[src/rtl/core/kdb_pkg.sv]
// Shared types and constants for the key debounce block.
// No dependencies; used by kdb_track and the top level.
`timescale 1ns / 1ps

package kdb_pkg;

	localparam int unsigned FILTER_LEN_DEF = 3;

	localparam logic [7:0]  NO_KEY          = 8'hFF;
	localparam logic [7:0]  HELD_RESET      = 8'h00;
	localparam logic [15:0] LONG_TICKS_DEF  = 16'd300;
	localparam logic [15:0] HOLD_MAX        = 16'hFFFF;

	localparam logic [1:0] EV_NONE    = 2'd0;
	localparam logic [1:0] EV_PRESS   = 2'd1;
	localparam logic [1:0] EV_RELEASE = 2'd2;
	localparam logic [1:0] EV_LONG    = 2'd3;

	typedef struct packed {
		logic [1:0] kind;
		logic [7:0] code;
		logic [7:0] held;
	} event_t;

endpackage

[src/rtl/core/kdb_track.sv]
// Debounce filter and press/release/long-press tracker; holds all key state.
// Depends on kdb_pkg. Processes one sample per cycle when step is high.
`timescale 1ns / 1ps

module kdb_track #(
	parameter int unsigned FILTER_LEN = kdb_pkg::FILTER_LEN_DEF
) (
	input  logic               clk,
	input  logic               arst_n,
	input  logic               step,
	input  logic [7:0]         sample,
	input  logic [15:0]        long_ticks,
	output kdb_pkg::event_t    result
);

	localparam int unsigned HIST_LEN = FILTER_LEN - 1;

	logic [7:0]  hist_q [HIST_LEN];
	logic [7:0]  cand_q, cand_n;
	logic [7:0]  pressed_q, pressed_n;
	logic [15:0] hold_q, hold_n;
	logic [7:0]  held_q, held_n;
	logic [15:0] hold_inc;
	logic        stable;

	assign hold_inc = hold_q + 16'd1;

	always_comb begin
		stable = 1'b1;
		for (int i = 0; i < HIST_LEN; i++) begin
			if (hist_q[i] != sample) stable = 1'b0;
		end
	end

	always_comb begin
		cand_n      = cand_q;
		pressed_n   = pressed_q;
		hold_n      = hold_q;
		held_n      = held_q;
		result.kind = kdb_pkg::EV_NONE;
		result.code = kdb_pkg::NO_KEY;
		if (!stable) begin
			// noisy sample: only shift it in
		end else if (sample == kdb_pkg::NO_KEY) begin
			if (pressed_q == kdb_pkg::NO_KEY) begin
				cand_n = kdb_pkg::NO_KEY;
				hold_n = '0;
			end else if (cand_q != kdb_pkg::NO_KEY) begin
				cand_n = kdb_pkg::NO_KEY;
			end else begin
				held_n      = kdb_pkg::NO_KEY;
				hold_n      = '0;
				pressed_n   = kdb_pkg::NO_KEY;
				result.kind = kdb_pkg::EV_RELEASE;
				result.code = pressed_q;
			end
		end else if (pressed_q == kdb_pkg::NO_KEY) begin
			if (sample == cand_q) begin
				pressed_n   = sample;
				hold_n      = 16'd1;
				held_n      = sample;
				result.kind = kdb_pkg::EV_PRESS;
				result.code = sample;
			end else begin
				cand_n = sample;
			end
		end else if (sample != cand_q) begin
			cand_n = sample;
		end else if (pressed_q == sample) begin
			// saturate the hold count so the long press fires once per hold
			if (hold_q != kdb_pkg::HOLD_MAX) begin
				hold_n = hold_inc;
				if (hold_inc == long_ticks) begin
					result.kind = kdb_pkg::EV_LONG;
					result.code = sample;
				end
			end
		end else begin
			// a different key replaced the held one: release it first
			held_n      = kdb_pkg::NO_KEY;
			hold_n      = '0;
			cand_n      = kdb_pkg::NO_KEY;
			pressed_n   = kdb_pkg::NO_KEY;
			result.kind = kdb_pkg::EV_RELEASE;
			result.code = pressed_q;
		end
		result.held = held_n;
	end

	always_ff @(posedge clk or negedge arst_n) begin
		if (!arst_n) begin
			for (int i = 0; i < HIST_LEN; i++) hist_q[i] <= kdb_pkg::NO_KEY;
			cand_q    <= kdb_pkg::NO_KEY;
			pressed_q <= kdb_pkg::NO_KEY;
			hold_q    <= '0;
			held_q    <= kdb_pkg::HELD_RESET;
		end else if (step) begin
			for (int i = HIST_LEN - 1; i > 0; i--) hist_q[i] <= hist_q[i - 1];
			hist_q[0] <= sample;
			cand_q    <= cand_n;
			pressed_q <= pressed_n;
			hold_q    <= hold_n;
			held_q    <= held_n;
		end
	end

endmodule

[src/rtl/core/key_debounce_press_release_longpress.sv]
// Key debounce with press, release and long-press events: top level.
// Depends on kdb_pkg and kdb_track.
//
// Usage:
//   Input channel (in_valid / in_stall / scan_code): one raw scan code per
//   transfer, 255 meaning no key. A transfer happens when in_valid is high
//   and in_stall is low.
//   Output channel (out_valid / out_stall / event_kind, event_code,
//   held_code): exactly one result per input transfer, in order.
//   Config channel (cfg_valid / cfg_ready / cfg_data): writes the long-press
//   tick count; cfg_ready is always high. Write it only while idle.
// Timing:
//   out_valid rises after the input transfer once the item has passed the
//   input register, then the filter/tracker logic feeding the result
//   register; an output stall can hold it in the input register.
//   Throughput is one item per cycle while out_stall is low, since
//   kdb_track updates its state on every advance.
// Reset (arst_n low): history, candidate and pressed code go to 255, hold
//   count to 0, held code to 0, long-press ticks to 300; both stages empty.
// Stall: while out_stall holds a result, the input register keeps its item
//   and in_stall rises once that register is full; nothing is dropped.
`timescale 1ns / 1ps

module key_debounce_press_release_longpress #(
	parameter int unsigned FILTER_LEN = kdb_pkg::FILTER_LEN_DEF
) (
	input  logic        clk,
	input  logic        arst_n,
	input  logic        in_valid,
	output logic        in_stall,
	input  logic [7:0]  scan_code,
	output logic        out_valid,
	input  logic        out_stall,
	output logic [1:0]  event_kind,
	output logic [7:0]  event_code,
	output logic [7:0]  held_code,
	input  logic        cfg_valid,
	output logic        cfg_ready,
	input  logic [15:0] cfg_data
);

	logic            vld_s1;
	logic [7:0]      scan_s1;
	logic            out_valid_q;
	kdb_pkg::event_t res_q;
	kdb_pkg::event_t res;
	logic [15:0]     long_ticks_q;
	logic            advance;
	logic            in_take;

	// Advance the staged sample whenever the result register is free
	// or is being emptied this cycle.
	assign advance  = vld_s1 && (!out_valid_q || !out_stall);
	assign in_stall = vld_s1 && !advance;
	assign in_take  = in_valid && !in_stall;

	assign cfg_ready = 1'b1;

	always_ff @(posedge clk or negedge arst_n) begin
		if (!arst_n) begin
			long_ticks_q <= kdb_pkg::LONG_TICKS_DEF;
		end else if (cfg_valid) begin
			long_ticks_q <= cfg_data;
		end
	end

	// Input register: hold the sample until the tracker takes it.
	always_ff @(posedge clk or negedge arst_n) begin
		if (!arst_n) begin
			vld_s1 <= 1'b0;
		end else if (in_take) begin
			vld_s1 <= 1'b1;
		end else if (advance) begin
			vld_s1 <= 1'b0;
		end
	end

	always_ff @(posedge clk) begin
		if (in_take) begin
			scan_s1 <= scan_code;
		end
	end

	kdb_track #(
		.FILTER_LEN (FILTER_LEN)
	) u_track (
		.clk        (clk),
		.arst_n     (arst_n),
		.step       (advance),
		.sample     (scan_s1),
		.long_ticks (long_ticks_q),
		.result     (res)
	);

	// Result register: load on advance, drop after the output transfer.
	always_ff @(posedge clk or negedge arst_n) begin
		if (!arst_n) begin
			out_valid_q <= 1'b0;
		end else if (advance) begin
			out_valid_q <= 1'b1;
		end else if (!out_stall) begin
			out_valid_q <= 1'b0;
		end
	end

	always_ff @(posedge clk) begin
		if (advance) begin
			res_q <= res;
		end
	end

	assign out_valid  = out_valid_q;
	assign event_kind = res_q.kind;
	assign event_code = res_q.code;
	assign held_code  = res_q.held;

endmodule
[config.mk]
export PLATFORM = sky130hd
export DESIGN_NAME = key_debounce_press_release_longpress
export DESIGN_NICKNAME = d
export VERILOG_FILES = /design/src/rtl/core/kdb_pkg.sv /design/src/rtl/core/kdb_track.sv /design/src/rtl/core/key_debounce_press_release_longpress.sv
export SDC_FILE = /design/constraint.sdc
export NUM_CORES = 1
export LEC_CHECK = 0
export ABC_AREA = 1
export BUFFER_PORTS_ARGS = -buffer_cell sky130_fd_sc_hd__buf_4
export CAP_MARGIN = 20
export CORE_UTILIZATION = 40
export CTS_BUF_LIST = sky130_fd_sc_hd__clkbuf_16
export CTS_CLUSTER_DIAMETER = 30
export DETAILED_ROUTE_END_ITERATION = 12
export GPL_TIMING_DRIVEN = 0
export PLACE_DENSITY_LB_ADDON = 0.08
export SYNTH_ARGS = -nofsm -noshare
export SYNTH_HDL_FRONTEND = slang
export SYNTH_SLANG_ARGS = --single-unit
[constraint.sdc]
create_clock -name clk -period 3.19 [get_ports clk]
set_input_delay 0.638 -clock clk [delete_from_list [all_inputs] [get_ports clk]]
set_output_delay 0.638 -clock clk [all_outputs]
set_load 0.02 [all_outputs]
==> run metrics <==
hold slack approximately 0.43 ns; max-slew violation count 0; worst clock skew 0.00986 ns; Worst-path clk slew 0.07 ns; Max Cap Violations 0; Worst Tran Pin Value slightly below 1 ns; clock sinks 100; clk buf depth 2; n_diodes 0; RSZ-0062 raised after global routing no; Worst setup SP type flip-flop; Tcrit/Tclk final 0.816; share of cells above drive strength 1 0.188; post-cts resize count 0; DRT Pass-1 Iters 5; I/O pin count 50; post-synthesis simple-gate area fraction 0.284; Mapped Cells 782; top layer in use met4; # DRC 0; Root Buffer clkbuf_16; GR Overflow Total 0; cts bufs inserted 9; placed inst area 6500 um2; Post-Synth XOR/XNOR Area 0.0290; Worst Path Arrival 2.70 ns; number of synthesized flops with an enable pin 26; critical path peak fanout 10; Max Clk Rate roughly 0.38 GHz; Tmin final 2.60 ns; hpwl dp 11.2 mm; Mapped Area about 5900 um2; max_slew headroom 0.353; worst min path class in2async; PD cells 439 nW/um2; adder-cell share of the synthesized area 0.00211; met3 routed WL 595 um; initial antenna violation count 0; width of the die 124 um; status finished, final reports clean; critical path type reg2reg; Crit. End Element flip-flop; row cnt 44; Hold-fix buffers, CTS 0; final hold vios 0; Final TNS setup 0 ns; mux cell area share after synthesis 0.00571; GRT Overall Usage 0.219; Initial Util 0.409; worst slack at placement 0.633 ns; CTS tree built; final WL ~16 mm; wire length on met2 7.53 mm; Worst VDD drop around 0.35 mV; CP required 3.29 ns; Ys Warns 0; GP Congestion 0.889; post-synthesis compound-gate area fraction 0.130; post-synthesis sequential area ratio 0.452; DR vias 5,256; # fillers approximately 1.5k; routed length on met1 6.99 mm; Most used DFF post-synth dfrtp_1; largest family of logic cells by synthesized area simple AND/OR/NAND/NOR gates; Clock Latency Late Sink around 0.36 ns; Synth-to-Final Area Change 14.7%; vias in the first global route 4,891; Finished Cell Area 6790 um2; first-pass GRT wire length 25.2 mm; Static Leak ~3.1 nW; vias per cell 5.11; flops & latches, synth 100; Final Worst Setup Slack 0.588 ns; Mean Syn Cell Area about 7.6 um2; pin count of the biggest net entering global routing 75; Core Footprint 14,500 um2; Post-synth ARST share 0.740; Distinct cells, synth 43; final-stage net count 870; first-iteration detailed-routing DRC count 288; Setup Buffers After CTS 0; Die H 124 um; final setup violation count 0; Routed Antenna Nets 0; Syn Nets 812; PortBufs 47; Core Util, Final 0.469; DR WL/cell 15.1 um; Die ar. 15,300 um2; H-tree Lvls 3
## synthesized netlist by cell type (9+ instances only)
master,n,area share
o21ai_1,18,0.015
dfrtp_1,38,0.16
a21oi_1,35,0.030
nand2_1,235,0.15
inv_1,92,0.058
o21ai_2,9,0.013
nor2_1,56,0.036
dfstp_2,36,0.16
nand3_1,55,0.046
edfxtp_1,26,0.13
nand4_1,17,0.018
clkbuf_1,10,0.0063
xnor2_1,14,0.021
o21ai_0,65,0.055
## kinds of logic after synthesis
| kind of cell | after synthesis |
|---|---|
| simple gates | 388 |
| compound gates | 140 |
| buf+inv | 131 |
| flops | 100 |
| xor+xnor | 18 |
| mux | 3 |
| fa+ha+maj | 1 |
| other cells | 1 |
## final timing paths
path | from | slack (ns) | end | cells after the start
worst min-delay path | arst_n | 0.43 | u_track.held_q[5]$_DFFE_PN0P_ | 1
worst max register to register | u_track.hold_q[0]$_DFFE_PN0P_ | 0.59 | event_code[1]$_SDFFCE_PN1P_ | 14
max in group asynchronous | arst_n | 2.13 | u_track.hold_q[8]$_DFFE_PN0P_ | 1
worst min register to register | vld_s1$_DFFE_PN0P_ | 0.47 | out_valid$_DFFE_PN0P_ | 2
worst max-delay path | u_track.hold_q[0]$_DFFE_PN0P_ | 0.59 | event_code[1]$_SDFFCE_PN1P_ | 14
min in group clk | scan_code[5] | 0.45 | scan_s1[5]$_DFFE_PP_ | 1
## where the power goes
group | switching, mW | total [mW] | leakage (nW) | internal (mW)
Sequential | 0.0656 | 1.53 | 1.11 | 1.47
Clock | 0.523 | 1.06 | 0.142 | 0.541
Combinational | 0.233 | 0.382 | 1.87 | 0.149
Total | 0.822 | 2.98 | 3.12 | 2.16
## through the flow
stage               power [mW]  std cells
global route              3.12       1029
floorplan                 1.79        782
global placement          1.94       1013
CTS                       3.02       1029
finish                    2.98       1029
detailed placement        1.94       1013
## flip-flops by register name (all words and copies together) (netlist names)
register	flops
long_ticks_q	16
u_track.held_q	8
held_code	8
u_track.cand_q	8
event_kind	2
u_track.pressed_q	8
u_track.hist_q	16
vld_s1	1
out_valid	1
u_track.hold_q	16
event_code	8
scan_s1	8
## placed cells by master (no fill, tap or decap), types with 2 or more instances in the layout
cell	synthesis	routed
o211ai_1	4	4
inv_4	2	2
xnor2_1	14	14
xor2_1	3	3
clkinv_2	1	2
nor2_1	56	56
o21ai_0	65	65
clkinv_4	0	4
nor4_1	2	2
a22o_1	2	2
buf_6	4	4
buf_2	7	7
edfxtp_1	26	26
dfrtp_1	38	38
o21ai_2	9	9
a21oi_1	35	35
clkbuf_2	1	2
inv_2	4	4
o22ai_1	3	3
nor3_1	4	4
nand3_1	55	55
nor2_4	5	5
dfstp_2	36	36
nand2_1	235	235
inv_1	92	92
o21ai_1	18	18
clkbuf_16	0	9
nand4_1	17	17
clkbuf_1	10	9
nand2_2	7	7
mux2_2	3	3
nor2_2	4	4
buf_4	8	55
## worst max-delay path: stages (launching register included)
cell      delay [ns]
dfrtp_1         0.47
ha_1            0.24
nand2_2         0.11
nor2_4          0.23
nand2_2         0.13
o21bai_2        0.19
nand2_1         0.08
nand2_1         0.06
nand2_1         0.06
nor2_1          0.08
nand3_1         0.12
nor2_4          0.29
nand3_1         0.12
nand2_1         0.08
a21oi_1         0.08
## final cells by class
| type | count | area [um2] | share of cell area |
|---|---|---|---|
| repair buffers | 47 | 353 | 0.0520 |
| clock inverters | 7 | 60.1 | 0.00884 |
| well taps | 184 | 230 | 0.0339 |
| plain buffers | 31 | 188 | 0.0276 |
| clock buffers | 9 | 225 | 0.0332 |
| multi-input cells | 551 | 2680 | 0.394 |
| flip-flops and latches | 100 | 2680 | 0.394 |
| inverters | 100 | 382 | 0.0562 |
## layer usage
| layer | GRT usage | vias to the layer above |
|---|---|---|
| li1 | - | 2640 |
| met1 | 0.278 | 2469 |
| met2 | 0.367 | 123 |
| met3 | 0.0435 | 24 |
| met4 | 0.0851 | 0 |
| met5 | 0 | - |
(Power assumes the default switching activity.)
